<file path="config.mk">
export PLATFORM = sky130hd
export DESIGN_NAME = decimal_tx_queue
export DESIGN_NICKNAME = d
export VERILOG_FILES = /design/src/sv/dtq_pkg.sv /design/src/sv/decimal_tx_queue.sv /design/src/sv/dtq_bcd.sv
export SDC_FILE = /design/constraint.sdc
export NUM_CORES = 1
export LEC_CHECK = 0
export ABC_AREA = 0
export BUFFER_PORTS_ARGS = -buffer_cell sky130_fd_sc_hd__buf_4
export CAP_MARGIN = 25
export CORE_MARGIN = 2
export CORE_UTILIZATION = 40
export DETAILED_ROUTE_END_ITERATION = 7
export GPL_TIMING_DRIVEN = 0
export PLACE_DENSITY = 0.64
export SETUP_SLACK_MARGIN = 0.15
export SYNTH_ARGS = -nofsm -noshare
export SYNTH_HDL_FRONTEND = slang
export SYNTH_SLANG_ARGS = --single-unit
</file>
<file path="constraint.sdc">
create_clock -name clk_i -period 4.9 [get_ports clk_i]
set_clock_uncertainty 0.2 [all_clocks]
set_input_delay 0.49 -clock clk_i [delete_from_list [all_inputs] [get_ports clk_i]]
set_output_delay 0.49 -clock clk_i [all_outputs]
set_load 0.02 [all_outputs]
</file>
<file path="src/sv/dtq_pkg.sv">
// ----------------------------------------------------------------------------
// dtq_pkg
// Shared types and constants of the decimal transmit queue.
// ----------------------------------------------------------------------------
package dtq_pkg;

  // Queue size default (holds QUEUE_DEPTH-1 bytes)
  localparam int unsigned DefQueueDepth = 64;

  // Number formatting
  localparam int unsigned ValueW    = 31;
  localparam int unsigned NumDigits = 10;
  localparam int unsigned BcdW      = 4 * NumDigits;
  localparam logic [7:0]  AsciiZero = 8'h30;

  // Item kinds
  localparam logic [1:0] KindByte  = 2'd0;
  localparam logic [1:0] KindNum   = 2'd1;
  localparam logic [1:0] KindReady = 2'd2;

  typedef struct packed {
    logic [1:0]        kind;
    logic [7:0]        byte_in;
    logic [ValueW-1:0] value;
    logic              two_digit;
  } in_t;

  typedef struct packed {
    logic       tx_valid;
    logic [7:0] tx_byte;
    logic       irq_enabled;
    logic       dropped;
  } out_t;

endpackage

</file>
<file path="src/sv/decimal_tx_queue.sv">
// ----------------------------------------------------------------------------
// decimal_tx_queue
// Transmit ring queue with a decimal formatter and interrupt-enable mark.
// ----------------------------------------------------------------------------
//  channel | signals                          | direction
//  in      | in_valid_i, in_ready_o, in_i     | item: byte, number or tx-ready
//  out     | out_valid_o, out_ready_i, out_o  | one result per item
//
// Byte push and ready event: accept leads straight to the done state (the ring
// memory read is registered at accept). Number push: converter (one bit per
// cycle in dtq_bcd), one queue write per digit (1..10), then the done state.
// One item is worked on at a time; the output register lets the next item
// enter while a result waits. No clearing pass: the memory is used as is.
// A stalled result holds only the finished item; the next one waits in the
// done state until the output register frees.
// ----------------------------------------------------------------------------
module decimal_tx_queue
  import dtq_pkg::*;
#(
  parameter int unsigned QUEUE_DEPTH = DefQueueDepth
) (
  input  logic clk_i,
  input  logic rst_ni,
  input  logic in_valid_i,
  output logic in_ready_o,
  input  in_t  in_i,
  output logic out_valid_o,
  input  logic out_ready_i,
  output out_t out_o
);

  localparam int unsigned AW = $clog2(QUEUE_DEPTH);

  typedef enum logic [1:0] {S_IDLE, S_CONV, S_PUSH, S_DONE} state_e;

  state_e          state_q;
  logic [AW-1:0]   wr_q, rd_q, wr_next, rd_next;
  logic            mark_q, drop_q, txv_q, two_q;
  logic [BcdW-1:0] dig_q;
  logic [3:0]      cnt_q;
  logic [7:0]      rdata_q;
  logic            out_valid_q;
  out_t            out_q;
  logic [7:0]      mem [QUEUE_DEPTH];

  logic            in_fire, conv_done, enq_en, full, pop_en;
  logic [7:0]      enq_byte;
  logic [BcdW-1:0] bcd;
  logic [3:0]      lead;
  logic [5:0]      shamt;

  assign in_fire    = in_valid_i && in_ready_o;
  assign in_ready_o = (state_q == S_IDLE);

  // Ring index advance with wrap at any depth
  assign wr_next = (wr_q == AW'(QUEUE_DEPTH - 1)) ? '0 : wr_q + 1'b1;
  assign rd_next = (rd_q == AW'(QUEUE_DEPTH - 1)) ? '0 : rd_q + 1'b1;
  assign full    = (wr_next == rd_q);

  // Converter
  dtq_bcd u_bcd (
    .clk_i   (clk_i),
    .rst_ni  (rst_ni),
    .start_i (in_fire && (in_i.kind == KindNum)),
    .value_i (in_i.value),
    .done_o  (conv_done),
    .bcd_o   (bcd)
  );

  // Most significant nonzero digit (zero gives digit 0)
  always_comb begin
    lead = '0;
    for (int i = 1; i < NumDigits; i++) begin
      if (bcd[4*i +: 4] != 4'd0) lead = 4'(i);
    end
    shamt = 6'(4 * (NumDigits - 1)) - {lead, 2'b00};
  end

  // Queue write and pop requests
  always_comb begin
    enq_en   = 1'b0;
    enq_byte = in_i.byte_in;
    if (in_fire && (in_i.kind == KindByte)) begin
      enq_en = 1'b1;
    end else if (state_q == S_PUSH) begin
      enq_en   = 1'b1;
      enq_byte = AsciiZero + {4'd0, dig_q[BcdW-1 -: 4]};
    end
  end
  assign pop_en = in_fire && (in_i.kind == KindReady) && mark_q && (wr_q != rd_q);

  // Ring memory: one write port, registered read
  always_ff @(posedge clk_i) begin
    if (enq_en && !full) mem[wr_q] <= enq_byte;
    if (pop_en)          rdata_q   <= mem[rd_q];
  end

  // Sequencer and registered result
  always_ff @(posedge clk_i or negedge rst_ni) begin
    if (!rst_ni) begin
      state_q     <= S_IDLE;
      wr_q        <= '0;
      rd_q        <= '0;
      mark_q      <= 1'b0;
      drop_q      <= 1'b0;
      txv_q       <= 1'b0;
      cnt_q       <= '0;
      out_valid_q <= 1'b0;
    end else begin
      if (out_valid_q && out_ready_i) out_valid_q <= 1'b0;

      if (enq_en) begin
        mark_q <= 1'b1;
        if (full) drop_q <= 1'b1;
        else      wr_q   <= wr_next;
      end

      unique case (state_q)
        S_IDLE: begin
          if (in_fire) begin
            drop_q <= 1'b0;
            txv_q  <= 1'b0;
            two_q  <= in_i.two_digit;
            if (in_i.kind == KindByte) begin
              drop_q  <= full;
              state_q <= S_DONE;
            end else if (in_i.kind == KindNum) begin
              state_q <= S_CONV;
            end else begin
              if (in_i.kind == KindReady && mark_q) begin
                if (wr_q == rd_q) begin
                  mark_q <= 1'b0;
                end else begin
                  rd_q  <= rd_next;
                  txv_q <= 1'b1;
                end
              end
              state_q <= S_DONE;
            end
          end
        end
        S_CONV: begin
          if (conv_done) begin
            if (two_q) begin
              dig_q <= {bcd[7:0], {(BcdW-8){1'b0}}};
              cnt_q <= 4'd2;
            end else begin
              dig_q <= bcd << shamt;
              cnt_q <= lead + 4'd1;
            end
            state_q <= S_PUSH;
          end
        end
        S_PUSH: begin
          dig_q <= {dig_q[BcdW-5:0], 4'd0};
          cnt_q <= cnt_q - 4'd1;
          if (cnt_q == 4'd1) state_q <= S_DONE;
        end
        S_DONE: begin
          if (!out_valid_q || out_ready_i) begin
            out_valid_q       <= 1'b1;
            out_q.tx_valid    <= txv_q;
            out_q.tx_byte     <= txv_q ? rdata_q : 8'd0;
            out_q.irq_enabled <= mark_q;
            out_q.dropped     <= drop_q;
            state_q           <= S_IDLE;
          end
        end
        default: state_q <= S_IDLE;
      endcase
    end
  end

  assign out_valid_o = out_valid_q;
  assign out_o       = out_q;

  // Checks
  a_tx_needs_mark: assert property (@(posedge clk_i) disable iff (!rst_ni)
    out_valid_o && out_o.tx_valid |-> out_o.irq_enabled)
    else $error("byte sent with interrupt mark clear");

  a_idle_byte_zero: assert property (@(posedge clk_i) disable iff (!rst_ni)
    out_valid_o && !out_o.tx_valid |-> out_o.tx_byte == 8'd0)
    else $error("tx_byte nonzero without a sent byte");

  a_conv_in_conv: assert property (@(posedge clk_i) disable iff (!rst_ni)
    conv_done |-> state_q == S_CONV)
    else $error("converter finished outside conversion");

  a_pop_moves_rd: assert property (@(posedge clk_i) disable iff (!rst_ni)
    pop_en |=> rd_q != $past(rd_q))
    else $error("pop did not advance read index");

endmodule

</file>
<file path="src/sv/dtq_bcd.sv">
// ----------------------------------------------------------------------------
// dtq_bcd
// Bit-serial binary to BCD converter (shift and add three), one bit a cycle.
// ----------------------------------------------------------------------------
module dtq_bcd
  import dtq_pkg::*;
(
  input  logic              clk_i,
  input  logic              rst_ni,
  input  logic              start_i,
  input  logic [ValueW-1:0] value_i,
  output logic              done_o,
  output logic [BcdW-1:0]   bcd_o
);

  localparam int unsigned CntW = $clog2(ValueW);

  logic [ValueW-1:0] bin_q;
  logic [BcdW-1:0]   bcd_q, adj;
  logic [CntW-1:0]   cnt_q;
  logic              busy_q, done_q;

  // Add three to every digit of five or more before the shift
  always_comb begin
    for (int i = 0; i < NumDigits; i++) begin
      adj[4*i +: 4] = (bcd_q[4*i +: 4] >= 4'd5) ? bcd_q[4*i +: 4] + 4'd3
                                                 : bcd_q[4*i +: 4];
    end
  end

  // Control
  always_ff @(posedge clk_i or negedge rst_ni) begin
    if (!rst_ni) begin
      busy_q <= 1'b0;
      done_q <= 1'b0;
      cnt_q  <= '0;
    end else begin
      done_q <= 1'b0;
      if (start_i) begin
        busy_q <= 1'b1;
        cnt_q  <= '0;
      end else if (busy_q) begin
        if (cnt_q == CntW'(ValueW - 1)) begin
          busy_q <= 1'b0;
          done_q <= 1'b1;
        end
        cnt_q <= cnt_q + 1'b1;
      end
    end
  end

  // Datapath
  always_ff @(posedge clk_i) begin
    if (start_i) begin
      bin_q <= value_i;
      bcd_q <= '0;
    end else if (busy_q) begin
      bin_q <= {bin_q[ValueW-2:0], 1'b0};
      bcd_q <= {adj[BcdW-2:0], bin_q[ValueW-1]};
    end
  end

  assign done_o = done_q;
  assign bcd_o  = bcd_q;

endmodule

</file>
==> flow_metrics.env, run 1 <==
export IMPL_m1WireLength_um=31600
export IMPL_grt_setup_unrepaired="true"
export IMPL_number_of_endpoints_failing_setup_at_the_final_stage=0
export IMPL_grt_pass1_vias=16700
export IMPL_maxUsedRoutingLayer="met4"
export IMPL_synthMostInstantiatedCell="edfxtp_1"
export IMPL_cp_slowest_cell="or3b_1"
export IMPL_vias=16900
export IMPL_floorplan_initialDensity_pct=40.5
export IMPL_postRouteAntennaNets=0
export IMPL_die_width_um=274
export IMPL_core_rowCount=98
export IMPL_pwr_density_cell_nw_per_um2=640
export IMPL_ys_warnings_count=0
export IMPL_post_drt_wl_per_cell_um=25.1
export IMPL_globalRouteOverflowTotal=0
export IMPL_outcome="completed"
export IMPL_floorplan_die_height_um=274
export IMPL_hold_path_class="in2reg"
export IMPL_syn_instance_count=1740
export IMPL_worst_endpoint_arrival_ns=4.77
export IMPL_htree_levels=3
export IMPL_grt_start_max_net_pins=53
export IMPL_layout_drive_gt1_share_pct=23.6
export IMPL_worst_setup_path_start_kind="flop"
export IMPL_endpoint_kind="flop"
export IMPL_ys_seq_area_share_pct=67.5
export IMPL_detail_route_vias_per_cell=5.77
export IMPL_synth_top_cells_by_count="603 x edfxtp_1, 175 x mux4_2, 135 x nor2_1"
export IMPL_synth_edf_count=603
export IMPL_worstPathMaxFanout=10
export IMPL_detail_route_drc_violations=0
export IMPL_layout_worst_path_cycle_share_pct=94.4
export IMPL_syn_to_final_growth_pct=16.4
export IMPL_dp_final_hpwl_um=48800
export IMPL_cts_max_path_buffers=3
export IMPL_critical_path_cell_by_cell="inv_1 -> ha_1 -> or3b_1 -> o311a_1 -> o21a_1 -> buf_2 -> inv_2 -> clkbuf_4 -> buf_4 -> ha_1 -> buf_2 -> inv_4 -> nor2_1 -> o221ai_1 -> a21oi_1 -> o31ai_1 -> o2111ai_1"
export IMPL_setup_slack_ns=0.273
export IMPL_antenna_diode_count=0
export IMPL_finalCoreUtilization_pct=47.2
export IMPL_cts_tree="built"
export IMPL_synth_area_top_cells="edfxtp_1 62%, mux4_2 14%, dfxtp_1 2.8%, dfrtp_1 2.5%, nor2_1 1.7%"
export IMPL_hold_violations=0
export IMPL_maxCapViolations=0
export IMPL_clock_sink_count=672
export IMPL_synthesis_area_um2=29100
export IMPL_post_place_ws_ns=-0.549
export IMPL_clk_pin_slew_ns=0.06
export IMPL_synth_seq_cells=672
export IMPL_max_slew_margin_rel_pct=32.8
export IMPL_cts_buffers_inserted=71
export IMPL_ys_dominant_reg_cell="edfxtp_1"
export IMPL_nets=2006
export IMPL_grt_antenna_before_repair=0
export IMPL_post_route_min_period_ns=4.63
export IMPL_port_buffers=58
export IMPL_timing_setup_critical_path_class="reg2reg"
export IMPL_max_slew_worst_pin_slew_ns=1.01
export IMPL_ir_worst_vdd_v=0.000395
export IMPL_initialDrtViolationCount=2009
export IMPL_critPathBufInv=7
export IMPL_routed_wirelength_um=73400
export IMPL_maxSlewViolCount=0
export IMPL_synth_net_count=1824
export IMPL_wire_length_of_the_first_global_routing_pass_um=109000
export IMPL_fp_dieArea_um2=74900
export IMPL_routed_wl_met2_um=33700
export IMPL_synth_top_area_cell="edfxtp_1"
export IMPL_critical_path_top_delay_family="buffers and inverters"
export IMPL_clock_fmax_mhz=216
export IMPL_critical_path_max_stage_delay_ns=0.43
export IMPL_number_of_distinct_library_cell_variants_in_the_gate_level_netlist_after_synthesis=83
export IMPL_cp_data_required_time_ns=5.05
export IMPL_gpl_final_weighted_congestion=0.948
export IMPL_dr_wl_met3_um=5620
export IMPL_synth_top_cell_area_share_pct=62.3
export IMPL_worstSkewPairLatency_ns=0.64
export IMPL_synthesis_area_per_instance_um2=16.7
export IMPL_globalRouteTotalUtil_pct=19.6
export IMPL_power_leakage_nw=11.1
export IMPL_placeableCoreArea_um2=71700
export IMPL_first_pass_iteration_count_of_the_detailed_router=6
export IMPL_num_io_pins=59
export IMPL_asyncSetResetFlopFracSynth_pct=4.32
export IMPL_root_buffer="clkbuf_16"
export IMPL_final_setup_tns_ns=0
[kinds of logic after synthesis]
group | Yosys count | share of synthesized area [%]
AND/OR/NAND/NOR | 349 | 5.66
adder cells (fa/ha/maj) | 38 | 1.64
buffers and inverters | 156 | 2.23
multiplexers | 245 | 16.2
flip-flops | 672 | 67.5
AO/OA/AOI/OAI | 244 | 5.65
XOR/XNOR | 36 | 1.11
[sequential cells by signal (all words and copies together) (netlist names)]
| signal | cells |
|---|---|
| mem | 512 |
| dig_q | 40 |
| u_bcd.bcd_o | 40 |
| u_bcd.bin_q | 31 |
| out_o | 11 |
| rdata_q | 8 |
| rd_q | 6 |
| wr_q | 6 |
| u_bcd.cnt_q | 5 |
| cnt_q | 4 |
| state_q | 2 |
| drop_q | 1 |
| mark_q | 1 |
| out_valid_o | 1 |
| two_q | 1 |
| txv_q | 1 |
| u_bcd.busy_q | 1 |
| u_bcd.done_o | 1 |
[stage by stage]
step           hold WS (ns)  cell area, um2  total power (W)  instances
5_1_grt              0.0359           33800           0.0226       2928
4_1_cts             0.00738           33700           0.0215       2924
2_1_floorplan      -0.00559           29100           0.0132       1740
3_5_place_dp          0.243           30900           0.0159       2759
6_report             0.0279           33800           0.0216       2928
3_3_place_gp          0.237           30700           0.0157       2748
[tightest hold or removal path: cells and delay by family]
kind	cells	cell delay [ns]
and+or+nand+nor	1	0.06
AOI/OAI and AO/OA	1	0.14
buffers and inverters	1	0.10
[timing repair]
| action | 4_1_cts | 5_1_grt |
|---|---|---|
| gates cloned | 0 | 1 |
| resized for setup | 16 | 24 |
| pin swaps | 1 | 2 |
| endpoints found under the setup margin | 125 | 22 |
| hold buffers | 34 | 0 |
| hold endpoints to repair | 62 | 0 |
| buffers inserted | 2 | 0 |
[report_power, final]
group / switching, W / leakage (nW) / internal, W
Combinational: 0.00515 / 3.80 / 0.00332
Sequential: 0.000430 / 6.16 / 0.00738
Clock: 0.00228 / 1.14 / 0.00308
Total: 0.00786 / 11.1 / 0.0138
[per-layer routing]
layer  up-vias  GRT usage (%)
li1       7289              -
met1      8740           28.2
met2       731           29.7
met3       144           3.90
met4         0           7.08
met5         -              0
[cell usage in the layout, fill, tap and decap left out, types with 6 or more instances in the layout]
master	Yosys	layout
buf_1	15	15
inv_1	42	42
buf_2	18	17
a221o_1	8	8
and2_1	15	13
edfxtp_1	603	603
nor2_1	135	133
mux2_2	43	43
xor2_1	13	13
dfrtp_1	29	29
ha_1	38	38
nor3_1	20	18
buf_12	1	9
nand4_1	7	7
mux4_2	175	175
buf_4	1	64
a31oi_1	7	7
dlygate4sd3_1	0	34
xnor2_1	22	21
nand2_1	80	78
and3_1	6	6
clkinv_1	2	12
clkbuf_1	73	82
clkinv_2	0	10
nand2b_1	18	16
o21ai_0	65	65
nor3b_1	8	7
a21oi_1	56	56
mux2i_1	25	24
nand3_1	31	29
dfxtp_1	40	40
o211ai_1	18	18
clkbuf_16	0	72
a211oi_1	11	9
[cell type report]
cell class                      count  area (um2)
Multi-Input combinational cell    913        8970
Fill cell                        5985       37900
Timing Repair Buffer              108        1040
Clock buffer                       90        1920
Clock inverter                     39         430
Inverter                           46         178
Buffer                            110         492
Tap cell                          950        1190
Sequential cell                   672       19600
[worst paths after layout]
| path | start | endpoint | slack (ns) | cells past startpoint |
|---|---|---|---|---|
| setup / recovery | u_bcd.bcd_o[13] | dig_q[33] | 0.27 | 17 |
| hold / removal | in_i[40] | mark_q | 0.03 | 3 |
| setup reg to reg | u_bcd.bcd_o[13] | dig_q[33] | 0.27 | 17 |
| hold reg to reg | drop_q | out_o[0] | 0.25 | 0 |
| max in group asynchronous | rst_ni | state_q[0] | 3.96 | 2 |
| min in group asynchronous | rst_ni | u_bcd.done_o | 0.19 | 2 |
(Power assumes the default switching activity.)
==> inputs of run 2 (changes only) <==
ABC_AREA = 1   (was 0)
==> run 2 against run 1 <==
  * Sequential power up 0.9%
  * Register-to-register slack improved by 0.18 ns
  * Combinational power rose by 3.1%
  * First-iteration DRC count rose by 46%
  * Critical endpoint is now dig_q[38]
  * Largest cell class unchanged
  * Highest routed layer unchanged
==> flow_metrics.env, run 2 <==
export IMPL_grt_antenna_before_repair=0
export IMPL_hold_path_class="in2reg"
export IMPL_reg_with_most_ffs="mem"
export IMPL_synth_top_cells_by_count="603 x edfxtp_1, 376 x nor2_1, 370 x nand2_1"
export IMPL_core_rowCount=98
export IMPL_port_buffers=58
export IMPL_outcome="completed"
export IMPL_dr_wl_met3_um=8240
export IMPL_cts_hold_buffers_added=36
export IMPL_max_slew_worst_pin_slew_ns=1.15
export IMPL_worst_setup_path_start_kind="flop"
export IMPL_asyncSetResetFlopFracSynth_pct=4.32
export IMPL_synth_edf_count=603
export IMPL_routed_wirelength_um=92200
export IMPL_maxUsedRoutingLayer="met4"
export IMPL_synthXorXnorAreaFrac_pct=0.512
export IMPL_fp_dieArea_um2=74800
export IMPL_htree_levels=3
export IMPL_detail_route_drc_violations=0
export IMPL_nets=2890
export IMPL_syn_to_final_growth_pct=15.1
export IMPL_fin_total_pwr_w=0.0217
export IMPL_dp_final_hpwl_um=63400
export IMPL_routed_wl_met2_um=44000
export IMPL_critPathBufInv=5
export IMPL_clock_sink_count=672
export IMPL_wire_length_of_the_first_global_routing_pass_um=135000
export IMPL_synth_seq_cells=672
export IMPL_ys_dominant_reg_cell="edfxtp_1"
export IMPL_grt_setup_unrepaired="false"
export IMPL_detail_route_vias_per_cell=5.84
export IMPL_synth_area_mux_share_pct=0.0689
export IMPL_combinational_family_with_the_most_area_after_synthesis="simple AND/OR/NAND/NOR gates"
export IMPL_m1WireLength_um=35000
export IMPL_globalRouteTotalUtil_pct=24.3
export IMPL_critical_path_max_stage_delay_ns=0.52
export IMPL_critical_path_cell_by_cell="inv_1 -> ha_1 -> nand3_1 -> nor4_1 -> a21oi_2 -> inv_2 -> clkbuf_1 -> ha_1 -> inv_2 -> buf_1 -> nand3_1 -> o21ai_0 -> o21ai_0 -> nand2_1"
export IMPL_ir_worst_vdd_v=0.000300
export IMPL_placeableCoreArea_um2=71700
export IMPL_post_route_min_period_ns=4.45
export IMPL_placed_area_um2=30900
export IMPL_max_slew_margin_rel_pct=23.2
export IMPL_clk_pin_slew_ns=0.06
export IMPL_postRouteAntennaNets=0
export IMPL_grt_start_max_net_pins=46
export IMPL_cts_max_path_buffers=3
export IMPL_ys_warnings_count=0
export IMPL_maxCapViolations=0
export IMPL_cts_setup_buffers=0
export IMPL_cp_data_required_time_ns=5.16
export IMPL_hold_violations=0
export IMPL_pwr_density_cell_nw_per_um2=649
export IMPL_maxSlewViolCount=0
export IMPL_timing_setup_critical_path_class="reg2reg"
export IMPL_synth_top_area_cell="edfxtp_1"
export IMPL_syn_instance_count=2628
export IMPL_layout_drive_gt1_share_pct=7.14
export IMPL_fin_area_um2=33400
export IMPL_synth_top_cell_area_share_pct=62.3
export IMPL_synth_net_count=2712
export IMPL_number_of_endpoints_failing_setup_at_the_final_stage=0
export IMPL_cts_tree="built"
export IMPL_commonest_non_fill_non_tap_cell_in_the_layout="edfxtp_1"
export IMPL_floorplan_initialDensity_pct=40.5
export IMPL_initialDrtViolationCount=2939
export IMPL_root_buffer="clkbuf_16"
export IMPL_synthMostInstantiatedCell="edfxtp_1"
export IMPL_adder_cell_fraction_of_synth_area_pct=1.64
export IMPL_worstSkewPairLatency_ns=0.63
export IMPL_number_of_gates_given_a_new_drive_strength_after_cts=0
export IMPL_first_pass_iteration_count_of_the_detailed_router=7
export IMPL_floorplan_die_height_um=274
export IMPL_globalRouteOverflowTotal=0
export IMPL_clock_fmax_mhz=225
export IMPL_cp_slowest_cell="buf_1"
export IMPL_number_of_distinct_library_cell_variants_in_the_gate_level_netlist_after_synthesis=45
export IMPL_num_io_pins=59
export IMPL_die_width_um=274
export IMPL_synthesis_area_per_instance_um2=11.1
export IMPL_gpl_final_weighted_congestion=0.972
export IMPL_largest_reg_flops=512
export IMPL_final_cell_mix="603 x edfxtp_1, 373 x nor2_1, 366 x nand2_1"
export IMPL_critical_path_top_delay_family="buffers and inverters"
export IMPL_post_drt_wl_per_cell_um=24.2
export IMPL_layout_worst_path_cycle_share_pct=90.8
export IMPL_worst_endpoint_arrival_ns=4.71
export IMPL_synth_compound_area_share_pct=12.3
export IMPL_cts_buffers_inserted=71
export IMPL_power_leakage_nw=11.7
export IMPL_worstPathMaxFanout=10
export IMPL_ys_seq_area_share_pct=67.6
export IMPL_synth_area_top_cells="edfxtp_1 62%, o21ai_0 6.1%, nor2_1 4.9%, nand2_1 4.8%, nand3_1 3.3%"
export IMPL_vias=22300
export IMPL_synthSimpleGateAreaFrac_pct=14.1
export IMPL_synthesis_area_um2=29100
export IMPL_grt_pass1_vias=21600
export IMPL_endpoint_kind="flop"
[run 2: metal layers]
layer	track usage (%)	vias to the layer above
li1	-	9840
met1	30.5	10900
met2	40.1	1199
met3	4.81	291
met4	12.3	0
met5	0	-
[run 2: final timing paths]
path	from	to	slack (ns)	cells after the start
min in group asynchronous	rst_ni	u_bcd.cnt_q[3]	0.20	2
min	in_valid_i	txv_q	0.08	4
max in group asynchronous	rst_ni	txv_q	3.93	2
max reg2reg	u_bcd.bcd_o[25]	dig_q[38]	0.45	14
min reg2reg	txv_q	out_o[10]	0.24	0
max	u_bcd.bcd_o[25]	dig_q[38]	0.45	14
[run 2: layout make-up]
class	count	area, um2
diodes	1	2.50
plain buffers	158	657
clock buffers	93	1880
clock inverters	32	278
fillers	6512	38300
inverters	125	469
multi-input cells	1673	8330
flip-flops and latches	672	19600
well taps	950	1190
repair buffers	105	996
[run 2: logic make-up after synthesis]
| group | after synthesis |
|---|---|
| flops | 672 |
| fa+ha+maj | 38 |
| simple gates | 991 |
| mux | 2 |
| xor+xnor | 17 |
| buf+inv | 283 |
| compound gates | 625 |
[run 2: per-stage QoR]
step / hold WS (ns) / setup slack, ns / TNS (ns) / util, % / instances
global route: 0.100 / 0.219 / 0 / 46.6 / 3808
global placement: 0.234 / -0.875 / -100.50 / 42.8 / 3636
CTS: 0.0609 / 0.494 / 0 / 46.6 / 3807
floorplan: -0.00559 / 1.14 / 0 / - / 2628
detailed placement: 0.232 / 0.478 / 0 / 43.1 / 3646
finish: 0.0839 / 0.452 / 0 / 46.6 / 3809
[run 2: worst reg2reg max path: stages (launching register included)]
cell and delay, ns:
dfxtp_1 0.31, inv_1 0.24, ha_1 0.21, nand3_1 0.13, nor4_1 0.50, a21oi_2 0.33
inv_2 0.19, clkbuf_1 0.44, ha_1 0.38, inv_2 0.18, buf_1 0.52, nand3_1 0.27
o21ai_0 0.19, o21ai_0 0.11, nand2_1 0.13
[run 2: power by group]
group	leakage (nW)	internal [W]	switching [W]
Sequential	6.17	0.00750	0.000378
Clock	1.05	0.00283	0.00226
Combinational	4.44	0.00229	0.00644
Total	11.7	0.0126	0.00908
